**config.mk**
```make
export PLATFORM = sky130hd
export DESIGN_NAME = glob_pattern_matcher
export DESIGN_NICKNAME = d
export VERILOG_FILES = /design/src/design/gpm_pkg.sv /design/src/design/gpm_front.sv /design/src/design/gpm_back.sv /design/src/design/glob_pattern_matcher.sv
export SDC_FILE = /design/constraint.sdc
export NUM_CORES = 2
export LEC_CHECK = 0
export BUFFER_PORTS_ARGS = -buffer_cell sky130_fd_sc_hd__buf_2
export CORE_MARGIN = 2
export CORE_UTILIZATION = 54
export DETAILED_ROUTE_END_ITERATION = 10
export HOLD_SLACK_MARGIN = 0.12
export PLACE_DENSITY = 0.69
export SYNTH_ARGS = -nofsm -noshare
export SYNTH_HDL_FRONTEND = slang
export SYNTH_SLANG_ARGS = --single-unit
export TNS_END_PERCENT = 20
```
**constraint.sdc**
```tcl
create_clock -name clk_i -period 10.6 [get_ports clk_i]
set_clock_uncertainty 0.15 [all_clocks]
set_input_delay 2.12 -clock clk_i [delete_from_list [all_inputs] [get_ports clk_i]]
set_output_delay 2.12 -clock clk_i [all_outputs]
set_load 0.01 [all_outputs]
```
**src/design/gpm_pkg.sv**
```systemverilog
package gpm_pkg;

  localparam logic CMD_PATTERN = 1'b0;
  localparam logic CMD_NAME    = 1'b1;

  localparam logic [7:0] CH_COMMA = 8'h2c;
  localparam logic [7:0] CH_SEMI  = 8'h3b;
  localparam logic [7:0] CH_AT    = 8'h40;
  localparam logic [7:0] CH_QMARK = 8'h3f;
  localparam logic [7:0] CH_STAR  = 8'h2a;
  localparam logic [7:0] CH_LBRK  = 8'h5b;
  localparam logic [7:0] CH_RBRK  = 8'h5d;
  localparam logic [7:0] CH_CARET = 8'h5e;
  localparam logic [7:0] CH_DASH  = 8'h2d;
  localparam logic [7:0] CH_LOW_A = 8'h61;
  localparam logic [7:0] CH_LOW_Z = 8'h7a;
  localparam logic [7:0] CASE_GAP = 8'h20;

  localparam logic [8:0] LAST_NONE = 9'h100;

  typedef struct packed {
    logic       cmd;
    logic [7:0] char_code;
    logic       final_char;
  } in_item_t;

  typedef struct packed {
    logic matched;
    logic overflow;
  } out_item_t;

  typedef enum logic [3:0] {
    ST_IDLE,
    ST_SEP_RD,
    ST_SEP_CHK,
    ST_ALT_INIT,
    ST_COL_RD,
    ST_COL_DEC,
    ST_COL_EXE,
    ST_CLS_RD,
    ST_CLS_CHK,
    ST_CLS_RNG,
    ST_CLS_FIN,
    ST_ALT_DONE,
    ST_EMIT
  } gpm_state_e;

endpackage

```
**src/design/gpm_front.sv**
```systemverilog
module gpm_front
  import gpm_pkg::*;
(
  input  logic     clk_i,
  input  logic     rst_ni,
  input  logic     in_valid_i,
  output logic     in_stall_o,
  input  in_item_t in_item_i,
  output logic     q_valid_o,
  output in_item_t q_item_o,
  input  logic     q_pop_i
);

  in_item_t   buf_q [2];
  logic       wr_q, rd_q;
  logic [1:0] cnt_q, cnt_d;
  logic       push;
  in_item_t   folded;

  assign in_stall_o = (cnt_q == 2'd2);
  assign push       = in_valid_i & ~in_stall_o;
  assign q_valid_o  = (cnt_q != 2'd0);
  assign q_item_o   = buf_q[rd_q];

  // fold lower case to upper case
  always_comb begin
    folded = in_item_i;
    if (in_item_i.char_code >= CH_LOW_A && in_item_i.char_code <= CH_LOW_Z) begin
      folded.char_code = in_item_i.char_code - CASE_GAP;
    end
  end

  always_comb begin
    cnt_d = cnt_q;
    if (push && !q_pop_i) begin
      cnt_d = cnt_q + 2'd1;
    end else if (!push && q_pop_i) begin
      cnt_d = cnt_q - 2'd1;
    end
  end

  always_ff @(posedge clk_i) begin
    if (push) begin
      buf_q[wr_q] <= folded;
    end
  end

  always_ff @(posedge clk_i or negedge rst_ni) begin
    if (!rst_ni) begin
      wr_q  <= 1'b0;
      rd_q  <= 1'b0;
      cnt_q <= 2'd0;
    end else begin
      cnt_q <= cnt_d;
      if (push) begin
        wr_q <= ~wr_q;
      end
      if (q_pop_i) begin
        rd_q <= ~rd_q;
      end
    end
  end

endmodule

```
**src/design/gpm_back.sv**
```systemverilog
module gpm_back
  import gpm_pkg::*;
#(
  parameter int PATTERN_MAX = 64,
  parameter int NAME_MAX    = 32
) (
  input  logic      clk_i,
  input  logic      rst_ni,
  input  logic      q_valid_i,
  input  in_item_t  q_item_i,
  output logic      q_pop_o,
  output logic      out_valid_o,
  input  logic      out_stall_i,
  output out_item_t out_item_o
);

  localparam int PW  = $clog2(PATTERN_MAX + 1);
  localparam int PIW = $clog2(PATTERN_MAX);
  localparam int NW  = $clog2(NAME_MAX + 1);
  localparam int NIW = $clog2(NAME_MAX);
  localparam logic [PW-1:0] PMAX_W = PW'(PATTERN_MAX);
  localparam logic [NW-1:0] NMAX_W = NW'(NAME_MAX);

  gpm_state_e st_q, st_d;

  logic [PW-1:0]   plen_q, plen_d, start_q, start_d, end_q, end_d;
  logic [PW-1:0]   pi_q, pi_d, q_q, q_d;
  logic            pdone_q, pdone_d, povf_q, povf_d, ndrop_q, ndrop_d;
  logic            rev_q, rev_d, found_q, found_d;
  logic [NW-1:0]   nlen_q, nlen_d;
  logic [8:0]      last_q, last_d;
  logic [7:0]      c_q, c_d;
  logic [NAME_MAX-1:0] hit_q, hit_d, hit_eq, hit_rng;
  logic [NAME_MAX:0]   col1_q, col1_d, col2_q, col2_d;
  out_item_t       out_q, out_d;
  logic            out_valid_q, out_valid_d;

  logic [7:0]        nm_q [NAME_MAX];
  logic [7:0]        pmem [PATTERN_MAX];
  logic [7:0]        prd_q;
  logic [NAME_MAX:0] cmem [PATTERN_MAX+1];
  logic [NAME_MAX:0] crd_q;

  logic              pwe, cwe, nwe;
  logic [PW-1:0]     pwa, pa, cwa, cra, base;
  logic [7:0]        pwd;
  logic [NAME_MAX:0] cwd;

  logic pi_last, nx_in, alt_last, slot_free, q_end, q1_end, star_last, is_cls, is_sep;
  logic commit, advance;
  logic [NAME_MAX:0] new_col, exe_col, sfx;
  logic [NAME_MAX:0] col_star, col_any, col_lit1, col_lit2, col_unterm, col_closed, col_init;

  assign pi_last   = (pi_q == start_q);
  assign nx_in     = ((pi_q + PW'(1)) < end_q);
  assign alt_last  = (end_q == plen_q);
  assign slot_free = !out_valid_q || !out_stall_i;
  assign q_end     = (q_q >= end_q);
  assign q1_end    = ((q_q + PW'(1)) >= end_q);
  assign star_last = ((pi_q + PW'(1)) == end_q);
  assign is_cls    = (c_q == CH_LBRK);
  assign is_sep    = (prd_q == CH_COMMA) || (prd_q == CH_SEMI);
  assign out_valid_o = out_valid_q;
  assign out_item_o  = out_q;

  // per-name-position lanes
  always_comb begin
    sfx[NAME_MAX] = 1'b0;
    for (int i = NAME_MAX - 1; i >= 0; i--) begin
      sfx[i] = sfx[i+1] | (col1_q[i] & (NW'(i) < nlen_q));
    end
    for (int i = 0; i < NAME_MAX; i++) begin
      col_any[i]    = (NW'(i) < nlen_q) & col1_q[i+1];
      col_lit1[i]   = (NW'(i) < nlen_q) & (nm_q[i] == c_q) & col1_q[i+1];
      col_lit2[i]   = (NW'(i) < nlen_q) & (nm_q[i] == prd_q) & col2_q[i+1];
      col_unterm[i] = (NW'(i) < nlen_q) & (hit_q[i] ^ rev_q) & (NW'(i + 1) == nlen_q);
      col_closed[i] = (NW'(i) < nlen_q) & (hit_q[i] ^ rev_q) & crd_q[i+1];
      col_star[i]   = (NW'(i) < nlen_q) ? (star_last | sfx[i])
                                        : ((NW'(i) == nlen_q) & star_last);
      hit_eq[i]     = (nm_q[i] == prd_q);
      hit_rng[i]    = (nm_q[i] <= prd_q) && ({1'b0, nm_q[i]} >= last_q);
    end
    for (int i = 0; i <= NAME_MAX; i++) begin
      col_init[i] = (NW'(i) == nlen_q);
    end
    col_any[NAME_MAX]    = 1'b0;
    col_lit1[NAME_MAX]   = 1'b0;
    col_lit2[NAME_MAX]   = 1'b0;
    col_unterm[NAME_MAX] = 1'b0;
    col_closed[NAME_MAX] = 1'b0;
    col_star[NAME_MAX]   = (NMAX_W == nlen_q) & star_last;
  end

  always_comb begin
    case (c_q)
      CH_STAR:  exe_col = col_star;
      CH_QMARK: exe_col = col_any;
      CH_AT:    exe_col = nx_in ? col_lit2 : col_lit1;
      default:  exe_col = col_lit1;
    endcase
  end

  always_comb begin
    st_d = st_q;
    case (st_q)
      ST_IDLE: begin
        if (q_valid_i && q_item_i.cmd == CMD_NAME && q_item_i.final_char) begin
          st_d = ST_SEP_RD;
        end
      end
      ST_SEP_RD:   st_d = alt_last ? ST_ALT_INIT : ST_SEP_CHK;
      ST_SEP_CHK:  st_d = is_sep ? ST_ALT_INIT : ST_SEP_RD;
      ST_ALT_INIT: begin
        if (end_q > start_q) begin
          st_d = ST_COL_RD;
        end else begin
          st_d = alt_last ? ST_EMIT : ST_SEP_RD;
        end
      end
      ST_COL_RD:  st_d = ST_COL_DEC;
      ST_COL_DEC: st_d = ST_COL_EXE;
      ST_COL_EXE: begin
        if (is_cls) begin
          st_d = ST_CLS_RD;
        end else begin
          st_d = pi_last ? ST_ALT_DONE : ST_COL_RD;
        end
      end
      ST_CLS_RD: begin
        if (q_end) begin
          st_d = pi_last ? ST_ALT_DONE : ST_COL_RD;
        end else begin
          st_d = ST_CLS_CHK;
        end
      end
      ST_CLS_CHK: begin
        if (prd_q == CH_RBRK) begin
          st_d = ST_CLS_FIN;
        end else if (prd_q == CH_DASH) begin
          if (q1_end) begin
            st_d = pi_last ? ST_ALT_DONE : ST_COL_RD;
          end else begin
            st_d = ST_CLS_RNG;
          end
        end else begin
          st_d = ST_CLS_RD;
        end
      end
      ST_CLS_RNG: st_d = ST_CLS_RD;
      ST_CLS_FIN: st_d = pi_last ? ST_ALT_DONE : ST_COL_RD;
      ST_ALT_DONE: begin
        if (col1_q[0] || alt_last) begin
          st_d = ST_EMIT;
        end else begin
          st_d = ST_SEP_RD;
        end
      end
      ST_EMIT: st_d = slot_free ? ST_IDLE : ST_EMIT;
      default: st_d = ST_IDLE;
    endcase
  end

  always_comb begin
    plen_d = plen_q;   start_d = start_q; end_d = end_q;   pi_d = pi_q;
    q_d = q_q;         pdone_d = pdone_q; povf_d = povf_q; ndrop_d = ndrop_q;
    rev_d = rev_q;     found_d = found_q; nlen_d = nlen_q; last_d = last_q;
    c_d = c_q;         hit_d = hit_q;     col1_d = col1_q; col2_d = col2_q;
    out_d = out_q;
    out_valid_d = out_valid_q;
    pwe = 1'b0; pwa = '0; pwd = '0; pa = '0;
    cwe = 1'b0; cwa = '0; cwd = '0; cra = '0;
    nwe = 1'b0; q_pop_o = 1'b0;
    commit = 1'b0; advance = 1'b0; new_col = '0;
    base = pdone_q ? '0 : plen_q;

    if (out_valid_q && !out_stall_i) begin
      out_valid_d = 1'b0;
    end

    case (st_q)
      ST_IDLE: begin
        if (q_valid_i) begin
          if (q_item_i.cmd == CMD_PATTERN) begin
            q_pop_o = 1'b1;
            if (base < PMAX_W) begin
              pwe    = 1'b1;
              pwa    = base;
              pwd    = q_item_i.char_code;
              plen_d = base + PW'(1);
              povf_d = pdone_q ? 1'b0 : povf_q;
            end else begin
              plen_d = base;
              povf_d = 1'b1;
            end
            pdone_d = q_item_i.final_char;
          end else begin
            if (nlen_q < NMAX_W) begin
              nwe    = 1'b1;
              nlen_d = nlen_q + NW'(1);
            end else begin
              ndrop_d = 1'b1;
            end
            if (!q_item_i.final_char) begin
              q_pop_o = 1'b1;
            end else begin
              start_d = '0;
              end_d   = '0;
              found_d = 1'b0;
            end
          end
        end
      end
      ST_SEP_RD: pa = end_q;
      ST_SEP_CHK: begin
        if (!is_sep) begin
          end_d = end_q + PW'(1);
        end
      end
      ST_ALT_INIT: begin
        if (end_q > start_q) begin
          col1_d = col_init;
          cwe    = 1'b1;
          cwa    = end_q;
          cwd    = col_init;
          pi_d   = end_q - PW'(1);
        end else begin
          advance = 1'b1;
        end
      end
      ST_COL_RD: pa = pi_q;
      ST_COL_DEC: begin
        c_d = prd_q;
        pa  = pi_q + PW'(1);
      end
      ST_COL_EXE: begin
        if (is_cls) begin
          rev_d  = nx_in && (prd_q == CH_CARET);
          q_d    = pi_q + PW'(1) + {{(PW-1){1'b0}}, nx_in && (prd_q == CH_CARET)};
          hit_d  = '0;
          last_d = LAST_NONE;
        end else begin
          commit  = 1'b1;
          new_col = exe_col;
        end
      end
      ST_CLS_RD: begin
        if (q_end) begin
          commit  = 1'b1;
          new_col = col_unterm;
        end else begin
          pa = q_q;
        end
      end
      ST_CLS_CHK: begin
        if (prd_q == CH_RBRK) begin
          cra = q_q + PW'(1);
        end else if (prd_q == CH_DASH) begin
          if (q1_end) begin
            commit  = 1'b1;
            new_col = col_unterm;
          end else begin
            pa = q_q + PW'(1);
          end
        end else begin
          hit_d  = hit_q | hit_eq;
          last_d = {1'b0, prd_q};
          q_d    = q_q + PW'(1);
        end
      end
      ST_CLS_RNG: begin
        hit_d  = hit_q | hit_rng;
        last_d = {1'b0, prd_q};
        q_d    = q_q + PW'(2);
      end
      ST_CLS_FIN: begin
        commit  = 1'b1;
        new_col = col_closed;
      end
      ST_ALT_DONE: begin
        if (col1_q[0]) begin
          found_d = 1'b1;
        end else begin
          advance = 1'b1;
        end
      end
      ST_EMIT: begin
        if (slot_free) begin
          out_d.matched  = found_q;
          out_d.overflow = povf_q | ndrop_q;
          out_valid_d    = 1'b1;
          q_pop_o        = 1'b1;
          nlen_d         = '0;
          ndrop_d        = 1'b0;
        end
      end
      default: ;
    endcase

    if (commit) begin
      cwe    = 1'b1;
      cwa    = pi_q;
      cwd    = new_col;
      col2_d = col1_q;
      col1_d = new_col;
      if (!pi_last) begin
        pi_d = pi_q - PW'(1);
      end
    end
    if (advance && !alt_last) begin
      start_d = end_q + PW'(1);
      end_d   = end_q + PW'(1);
    end
  end

  always_ff @(posedge clk_i) begin
    if (pwe) begin
      pmem[pwa[PIW-1:0]] <= pwd;
    end
    if (pa < PMAX_W) begin
      prd_q <= pmem[pa[PIW-1:0]];
    end
  end

  always_ff @(posedge clk_i) begin
    if (cwe) begin
      cmem[cwa] <= cwd;
    end
    crd_q <= cmem[cra];
  end

  always_ff @(posedge clk_i) begin
    if (nwe) begin
      nm_q[nlen_q[NIW-1:0]] <= q_item_i.char_code;
    end
  end

  always_ff @(posedge clk_i or negedge rst_ni) begin
    if (!rst_ni) begin
      st_q        <= ST_IDLE;
      plen_q      <= '0;
      start_q     <= '0;
      end_q       <= '0;
      pi_q        <= '0;
      q_q         <= '0;
      pdone_q     <= 1'b1;
      povf_q      <= 1'b0;
      ndrop_q     <= 1'b0;
      rev_q       <= 1'b0;
      found_q     <= 1'b0;
      nlen_q      <= '0;
      last_q      <= LAST_NONE;
      c_q         <= '0;
      hit_q       <= '0;
      col1_q      <= '0;
      col2_q      <= '0;
      out_q       <= '0;
      out_valid_q <= 1'b0;
    end else begin
      st_q        <= st_d;
      plen_q      <= plen_d;
      start_q     <= start_d;
      end_q       <= end_d;
      pi_q        <= pi_d;
      q_q         <= q_d;
      pdone_q     <= pdone_d;
      povf_q      <= povf_d;
      ndrop_q     <= ndrop_d;
      rev_q       <= rev_d;
      found_q     <= found_d;
      nlen_q      <= nlen_d;
      last_q      <= last_d;
      c_q         <= c_d;
      hit_q       <= hit_d;
      col1_q      <= col1_d;
      col2_q      <= col2_d;
      out_q       <= out_d;
      out_valid_q <= out_valid_d;
    end
  end

endmodule

```
**src/design/glob_pattern_matcher.sv**
```systemverilog
// Wildcard filter: send pattern characters (cmd 0), then name characters (cmd 1); the
// name character with final_char set yields one item telling whether the name matches
// any comma- or semicolon-separated alternative, plus a flag for dropped characters.
// Every pattern character and every name character other than the last is popped as soon as it heads the queue.
// The last name character starts a match sequencer sharing the single pattern memory
// read port: it reads and checks each pattern character to find separators, reads,
// decodes and executes each position of every non-empty alternative, scans the class
// characters each time a '[' position is evaluated (with an extra step per range and
// for the closing ']'), and then delivers the result; a full match ends the walk early.
// The last name character stays at the head of a two-entry input queue during the
// walk, so one further item is taken before the input stalls.
module glob_pattern_matcher
  import gpm_pkg::*;
#(
  parameter int PATTERN_MAX = 64,
  parameter int NAME_MAX    = 32
) (
  input  logic      clk_i,
  input  logic      rst_ni,
  input  logic      in_valid_i,
  output logic      in_stall_o,
  input  in_item_t  in_item_i,
  output logic      out_valid_o,
  input  logic      out_stall_i,
  output out_item_t out_item_o
);

  logic     q_valid, q_pop;
  in_item_t q_item;

  gpm_front u_front (
    .clk_i      (clk_i),
    .rst_ni     (rst_ni),
    .in_valid_i (in_valid_i),
    .in_stall_o (in_stall_o),
    .in_item_i  (in_item_i),
    .q_valid_o  (q_valid),
    .q_item_o   (q_item),
    .q_pop_i    (q_pop)
  );

  gpm_back #(
    .PATTERN_MAX (PATTERN_MAX),
    .NAME_MAX    (NAME_MAX)
  ) u_back (
    .clk_i       (clk_i),
    .rst_ni      (rst_ni),
    .q_valid_i   (q_valid),
    .q_item_i    (q_item),
    .q_pop_o     (q_pop),
    .out_valid_o (out_valid_o),
    .out_stall_i (out_stall_i),
    .out_item_o  (out_item_o)
  );

`ifndef SYNTHESIS
  a_pop_nonempty: assert property (@(posedge clk_i) disable iff (!rst_ni)
    q_pop |-> q_valid)
    else $error("queue popped while empty");

  a_result_from_final: assert property (@(posedge clk_i) disable iff (!rst_ni)
    $rose(out_valid_o) |-> $past(q_pop && q_item.cmd == CMD_NAME && q_item.final_char))
    else $error("result without final name item");

  a_final_gives_result: assert property (@(posedge clk_i) disable iff (!rst_ni)
    (q_pop && q_item.cmd == CMD_NAME && q_item.final_char) |=> out_valid_o)
    else $error("final name item retired without result");
`endif

endmodule
```
After elaboration in Yosys (flattened, before gate mapping)
Memories as Yosys holds them, arrays and structs flattened. A register that Yosys moved wholly into a read port is not among the register bits.
Index checks and enable logic that the tools add are counted.
{"block": "word_totals", "input_bits": 14, "out_inout_bits": 4, "word_cells": 938, "regBits": 172, "mem_count": 4, "ram_bits": 2933}
{"block": "classes", "reduce_logical": 73, "magnitude_cmp": 105, "n_addsub": 12, "n_eq_ne": 137, "n_bitwise": 424, "muxes": 160}
{"memory": "u_back.cmem", "words": 65, "word_bits": 33, "read_ports": 1, "rd_clocked_by_memory_dff": 1, "wr": 1, "line": "gpm_back.sv:41", "text": "logic [NAME_MAX:0] cmem [PATTERN_MAX+1];"}
{"memory": "u_back.pmem", "words": 64, "word_bits": 8, "read_ports": 1, "rd_clocked_by_memory_dff": 1, "wr": 1, "line": "gpm_back.sv:39", "text": "logic [7:0] pmem [PATTERN_MAX];"}
{"memory": "u_back.nm_q", "words": 32, "word_bits": 8, "read_ports": 32, "rd_clocked_by_memory_dff": 0, "wr": 1, "line": "gpm_back.sv:38", "text": "logic [7:0] nm_q [NAME_MAX];"}
{"memory": "u_front.buf_q", "words": 2, "word_bits": 10, "read_ports": 1, "rd_clocked_by_memory_dff": 0, "wr": 1, "line": "gpm_front.sv:14", "text": "in_item_t buf_q [2];"}
{"op": "8-bit == test", "count": 64}
{"op": "1-bit bitwise AND", "count": 322}
{"op": "33-bit 2-to-1 mux", "count": 9}
{"op": "8-bit by 9-bit >= comparator with 1-bit output", "count": 32}
{"op": "8-bit <= comparator", "count": 32}
{"op": "32-bit 2-to-1 mux", "count": 6}
{"op": "7-bit 2-to-1 mux", "count": 25}
{"op": "33-bit one-hot mux with 4 select lines", "count": 1}
{"op": "33-bit one-hot mux with 3 select lines", "count": 1}
{"op": "5-bit by 6-bit == test with 1-bit output (first input constant)", "count": 16}
{"op": "5-bit by 6-bit less-than comparator with 1-bit output (first input constant)", "count": 16}
{"op": "32-bit one-hot mux with 3 select lines", "count": 1}
{"op": "1-bit 2-to-1 mux", "count": 76}
{"op": "1-bit OR", "count": 64}
{"op": "32-bit OR", "count": 2}
{"op": "4-bit one-hot mux with 13 select lines", "count": 1}
{"op": "4-bit by 6-bit == test with 1-bit output (first input constant)", "count": 8}
{"op": "4-bit by 6-bit less-than comparator with 1-bit output (first input constant)", "count": 8}
{"op": "6-bit 2-to-1 mux", "count": 8}
{"op": "4-bit 2-to-1 mux", "count": 11}
{"op": "8-bit by 6-bit == test with 1-bit output (second input constant)", "count": 5}
{"op": "1-bit logical AND", "count": 40}
{"op": "8-bit 2-to-1 mux", "count": 5}
{"op": "7-bit one-hot mux with 5 select lines", "count": 1}
{"op": "other kinds (53)", "count": 157}

Logic depth before layout (Yosys ltp)
{"block": "depth", "ltp_word": 39, "mapped_depth": 19, "depth_no_buf": 17}

Hierarchy
A second synthesis with hierarchy kept.
{"block": "unflattened", "hier_cells": 10618, "area_unflattened_um2": 137142.8}
{"mod": "gpm_back", "seq_area_each_um2": 90584.4, "area_per_inst_um2": 136140.6, "n_inst": 1, "cells_per_inst": 10556}
{"mod": "gpm_front", "seq_area_each_um2": 700.7, "area_per_inst_um2": 1002.2, "n_inst": 1, "cells_per_inst": 62}

Worst setup path after synthesis
No wires, ideal clock.
{"block": "synth_timing", "kind": "register to register", "start": "register u_back.end_q[0]", "end": "memory u_back.cmem[0][15] in the netlist's numbering (data pin)", "setup_slack_ps": 2987, "period_less_slack_ps": 7613, "required_time_ps": 9412, "setup_time_ps": 1038, "stages_incl_launch_ff": 13, "arrival_time_ps": 6425, "n_path_buf": 2, "path_cell_list": "dfrtp_1 clkbuf_1 inv_1 ha_1 nor2b_1 o21a_1 o21a_1 o21a_1 o21a_1 o21ai_0 a21o_1 clkbuf_1 o311ai_0"}
{"block": "synth_via", "elab_chain_len": 7, "word_cells_on_any_way": 24, "cone_classes": "order compare: 4; eq/ne: 1; mux: 17; bitwise: 2"}
{"element": "from (decl)", "line": "gpm_back.sv:26", "text": "logic [PW-1:0] plen_q, plen_d, start_q, start_d, end_q, end_d;"}
{"element": "from (signal assigned)", "line": "gpm_back.sv:362", "text": "end_q <= end_d;"}
{"element": "parallel branches: the longest is 6 deep, another holds 7-bit less-than comparator"}
{"element": "33-bit 2-to-1 mux (*)", "line": "gpm_back.sv:299", "text": "if (commit) begin"}
{"element": "named net u_back.cwd[15]", "line": "gpm_back.sv:47", "text": "logic [NAME_MAX:0] cwd;"}
{"element": "to (decl)", "line": "gpm_back.sv:41"}
Mark *: on every way through the listed nets, which the timed path passes.

Worst setup path after layout
{"block": "layout_timing", "start": "register u_back.q_q[0]", "end": "memory u_back.cmem[13][2] in the netlist's numbering (enable)"}
{"block": "layout_via", "elab_chain_len": 9, "word_cells_on_any_way": 12, "cone_classes": "add/sub: 1; order compare: 2; mux: 9"}
{"element": "from (decl)", "line": "gpm_back.sv:27", "text": "logic [PW-1:0] pi_q, pi_d, q_q, q_d;"}
{"element": "from (signal assigned)", "line": "gpm_back.sv:364", "text": "q_q <= q_d;"}
{"element": "7-bit by 1-bit adder with 7-bit output", "line": "gpm_back.sv:59", "text": "assign q1_end = ((q_q + PW'(1)) >= end_q);"}
{"element": "7-bit >= comparator", "line": "gpm_back.sv:59"}
{"element": "1-bit 2-to-1 mux", "line": "gpm_back.sv:258", "text": "if (q1_end) begin"}
{"element": "1-bit 2-to-1 mux", "line": "gpm_back.sv:257", "text": "end else if (prd_q == CH_DASH) begin"}
{"element": "1-bit 2-to-1 mux", "line": "gpm_back.sv:255", "text": "if (prd_q == CH_RBRK) begin"}
{"element": "1-bit one-hot mux with 4 select lines (*)", "line": "gpm_back.sv:180", "text": "case (st_q)"}
{"element": "1-bit 2-to-1 mux", "line": "gpm_back.sv:299"}
{"element": "1-bit 2-to-1 mux", "line": "gpm_back.sv:325", "text": "if (cwe) begin"}
{"element": "1-bit 2-to-1 mux (not written as such)", "line": "gpm_back.sv:326", "text": "cmem[cwa] <= cwd;"}
Every way passes the cells marked *; elsewhere a longest branch is shown, timed or not.

==> out/qor.yml <==
timing:
  tightest_slew_ps: 1410
  final_max_slew_viol_count: 0
  finalCritPeriodShare_pct: 62.0
  rsz0062_at_grt: "false"
  fin_ws_ps: 4030
  max_slew_margin_pct: 5.45
  setup_tns_ps: 0
  hold-worst-slack_ps: 276
  min_period_ps: 6570
  setup_viol: 0
  hold_viol: 0
  fmax_mhz: 152
floorplanning:
  design.die.area_mm2: 0.258
  die_w_um: 508
  io_pins: 18
  start_util_pct: 54.2
  die_h_um: 508
  rows: 185
  placeableCoreArea_mm2: 0.253
setup_path:
  start_kind: "flop"
  cp_num_buf_inv: 1
  path_class: "reg -> reg"
  cp.arrival_ps: 6940
  cp_cell_sequence: "ha_1 -> nand3_1 -> nor2_1 -> xor2_1 -> ha_1 -> a31oi_1 -> a31oi_1 -> and2_1 -> nor2_1 -> o41a_1 -> buf_4 -> nand2_2 -> o21ai_0 -> nand2b_1 -> nor2_4"
  cp_max_fo: 32
  slowest_stage: "nor2_4"
  required_ps: 10970
  critPathCaptureType: "flop"
  slowest_delay_ps: 1030
  critPathTopFamily: "simple AND/OR/NAND/NOR gates"
synth:
  synth_top_area_cell: "edfxtp_1"
  ys_ff_latch: 3079
  syn_inst: 10731
  async_flop_share_pct: 5.55
  ys.warnings.count: 0
  synthTopCellsByCount: "2876 x edfxtp_1, 1779 x nand2_1, 763 x nand3_1"
  synth_nets: 11301
  yosysUniqueCellTypes: 90
  yosysSeqAreaShare_pct: 66.5
  synthTopCellsByArea: "edfxtp_1 63%, ha_1 5.1%, nand2_1 4.9%"
  synth_area_mm2: 0.137
  syn_area_per_cell_um2: 12.8
  synth_edf_count: 2876
  synth.most_common_cell: "edfxtp_1"
  synth_top_area_share_pct: 62.9
  ys.flop_type: "edfxtp_1"
final_layout:
  fill_cells: 19213
  fin_area_mm2: 0.152
  drive_gt1_share_pct: 8.12
  nNetsFinal: 11153
  area_delta_synth_final_pct: 10.7
placement:
  place_area_mm2: 0.142
  place.gp.congestion: 1.00
  dpl.hpwl_um: 245000
  place_ws_ps: 4170
  port-buffer-count: 17
cts:
  cts_tree: "done"
  cts_max_level: 5
  ctsResizeCount: 0
  cts_sinks: 3079
  cts_root_buf: "clkbuf_16"
  worstSkewPairLatency_ps: 990
  numCtsBuffers: 328
  post_cts_buffers: 0
  clock_path_buffers: 4
  clk_pin_slew_ps: 60
  cts_hold_buf: 0
route:
  drtIter0Drc: 13551
  first_pass_iters: 8
  vias_per_cell: 6.70
  antenna_left: 0
  routed_wl_um: 419000
  wl_per_cell_um: 29.5
  drc: 0
  vias: 95133
flow_run:
  cap_violations: 0
grt:
  antenna_found_initial: 30
  grt_pass1_wl_um: 611000
  grt_use_total_pct: 31.9
  grt_max_degree: 200
  grt_pass1_vias: 91288
  overflow: 0
pwr:
  power_leakage_nw: 52.3
  power_density_mw_per_mm2: 225
  vdd_drop_max_uv: 228
run_status:
  status: "finished clean"
hold_path:
  hp-class: "reg -> reg"
kinds of logic (layout without fill, tap and decap cells):
family                   Yosys count  in the layout  share of synthesized area [%]
buffers and inverters            817            916                           2.27
AND/OR/NAND/NOR                 3666           3666                           12.1
adder cells (fa/ha/maj)          556            556                           5.07
other                              0              3                              0
AO/OA/AOI/OAI                   2237           2237                           11.6
XOR/XNOR                         336            336                           2.14
flip-flops                      3079           3079                           66.5
multiplexers                      40             40                          0.303
routing by layer:
layer	share of wire, %	up-vias	GRT usage, %
met2	45	5737	48.5
met5	0.027	-	0
li1	-	40893	-
met3	11	1033	6.68
met4	4.9	16	14.6
met1	38	47454	44.3
cell type report:
class                   count  area (um2)  area share [%]
diodes                      3        7.51         0.00494
clock buffers             430        8820            5.81
clock inverters           147        1390           0.915
inverters                  96         360           0.237
multi-input cells        6835       43800            28.9
flip-flops and latches   3079       91300            60.1
well taps                3366        4210            2.77
repair buffers            243        1980            1.30
registers in the layout, indices dropped and copies added, names as in the netlist, 6 cells and up:
| register | count |
|---|---|
| u_back.q_q | 7 |
| u_back.pmem | 512 |
| u_back.hit_q | 32 |
| u_back.pi_q | 7 |
| u_back.end_q | 7 |
| u_front.buf_q | 20 |
| u_back.prd_q | 8 |
| u_back.nm_q | 256 |
| u_back.c_q | 8 |
| u_back.nlen_q | 6 |
| u_back.start_q | 7 |
| u_back.crd_q | 32 |
| u_back.last_q | 9 |
| u_back.col1_q | 33 |
| u_back.plen_q | 7 |
| u_back.col2_q | 32 |
| u_back.cmem | 2080 |
metrics by stage:
| step | util, % | power [mW] | instances |
|---|---|---|---|
| after floorplan | - | 19.8 | 10731 |
| after global placement | 55.9 | 22.9 | 13619 |
| after detailed placement | 55.9 | 23.1 | 13619 |
| after CTS | 59.9 | 34.0 | 14196 |
| after global routing | 59.9 | 35.3 | 14197 |
| final | 59.9 | 34.2 | 14199 |
cell usage in the layout, fill, tap and decap left out, types with 17 or more instances in the layout:
cell type and count:
o21a_1 45, clkinv_2 50, nand2b_1 95, a21o_1 209, and3_1 193, xnor2_1 122
nor4_1 52, inv_1 83, o21ai_0 268, clkbuf_1 86, nor2_4 73, nand2_1 1773
a211oi_1 161, dfrtp_1 158, edfxtp_1 2876, nor2b_1 87, o221ai_1 518, a32oi_1 29
nand3_1 758, a21oi_1 447, ha_1 556, bufinv_16 25, a22oi_1 30, clkinv_1 61
nand3b_1 17, nor3_1 110, o211ai_1 19, nand4_1 104, xor2_1 214, a2111oi_0 31
clkbuf_16 334, buf_4 211, or3_1 25, o31ai_1 35, a311oi_1 159, mux2i_1 28
nor2_1 274, a31oi_1 162, dfxtp_1 32
power by group:
part | internal [mW] | total (mW) | switching, mW | leakage [nW]
clock | 6.45 | 11.1 | 4.63 | 4.98
sequential | 14.2 | 14.7 | 0.590 | 27.9
combinational | 2.49 | 8.36 | 5.87 | 19.4
total | 23.1 | 34.2 | 11.1 | 52.3
worst register-to-register path: cells and delay by family (launching register included):
| family | cells | cell delay [ps] |
|---|---|---|
| AOI/OAI and AO/OA | 4 | 1190 |
| xor gates and xnor gates | 1 | 250 |
| adders and majority gates | 2 | 610 |
| buffers and inverters | 1 | 270 |
| DFF | 1 | 690 |
| and+or+nand+nor | 7 | 2970 |
path summary, 6_finish.rpt:
path                                     start                 end  slack (ps)  cells after the start
min in group asynchronous               rst_ni   u_back.col1_q[25]        1010                      1
setup / recovery                 u_back.q_q[0]  u_back.cmem[13][2]        4030                     15
setup reg to reg                 u_back.q_q[0]  u_back.cmem[13][2]        4030                     15
hold / removal             u_back.cmem[64][28]    u_back.crd_q[28]         280                      2
max in group asynchronous               rst_ni        u_back.rev_q        6880                      3
hold reg to reg            u_back.cmem[64][28]    u_back.crd_q[28]         280                      2
Note: power is estimated with default switching activity, not from simulation.
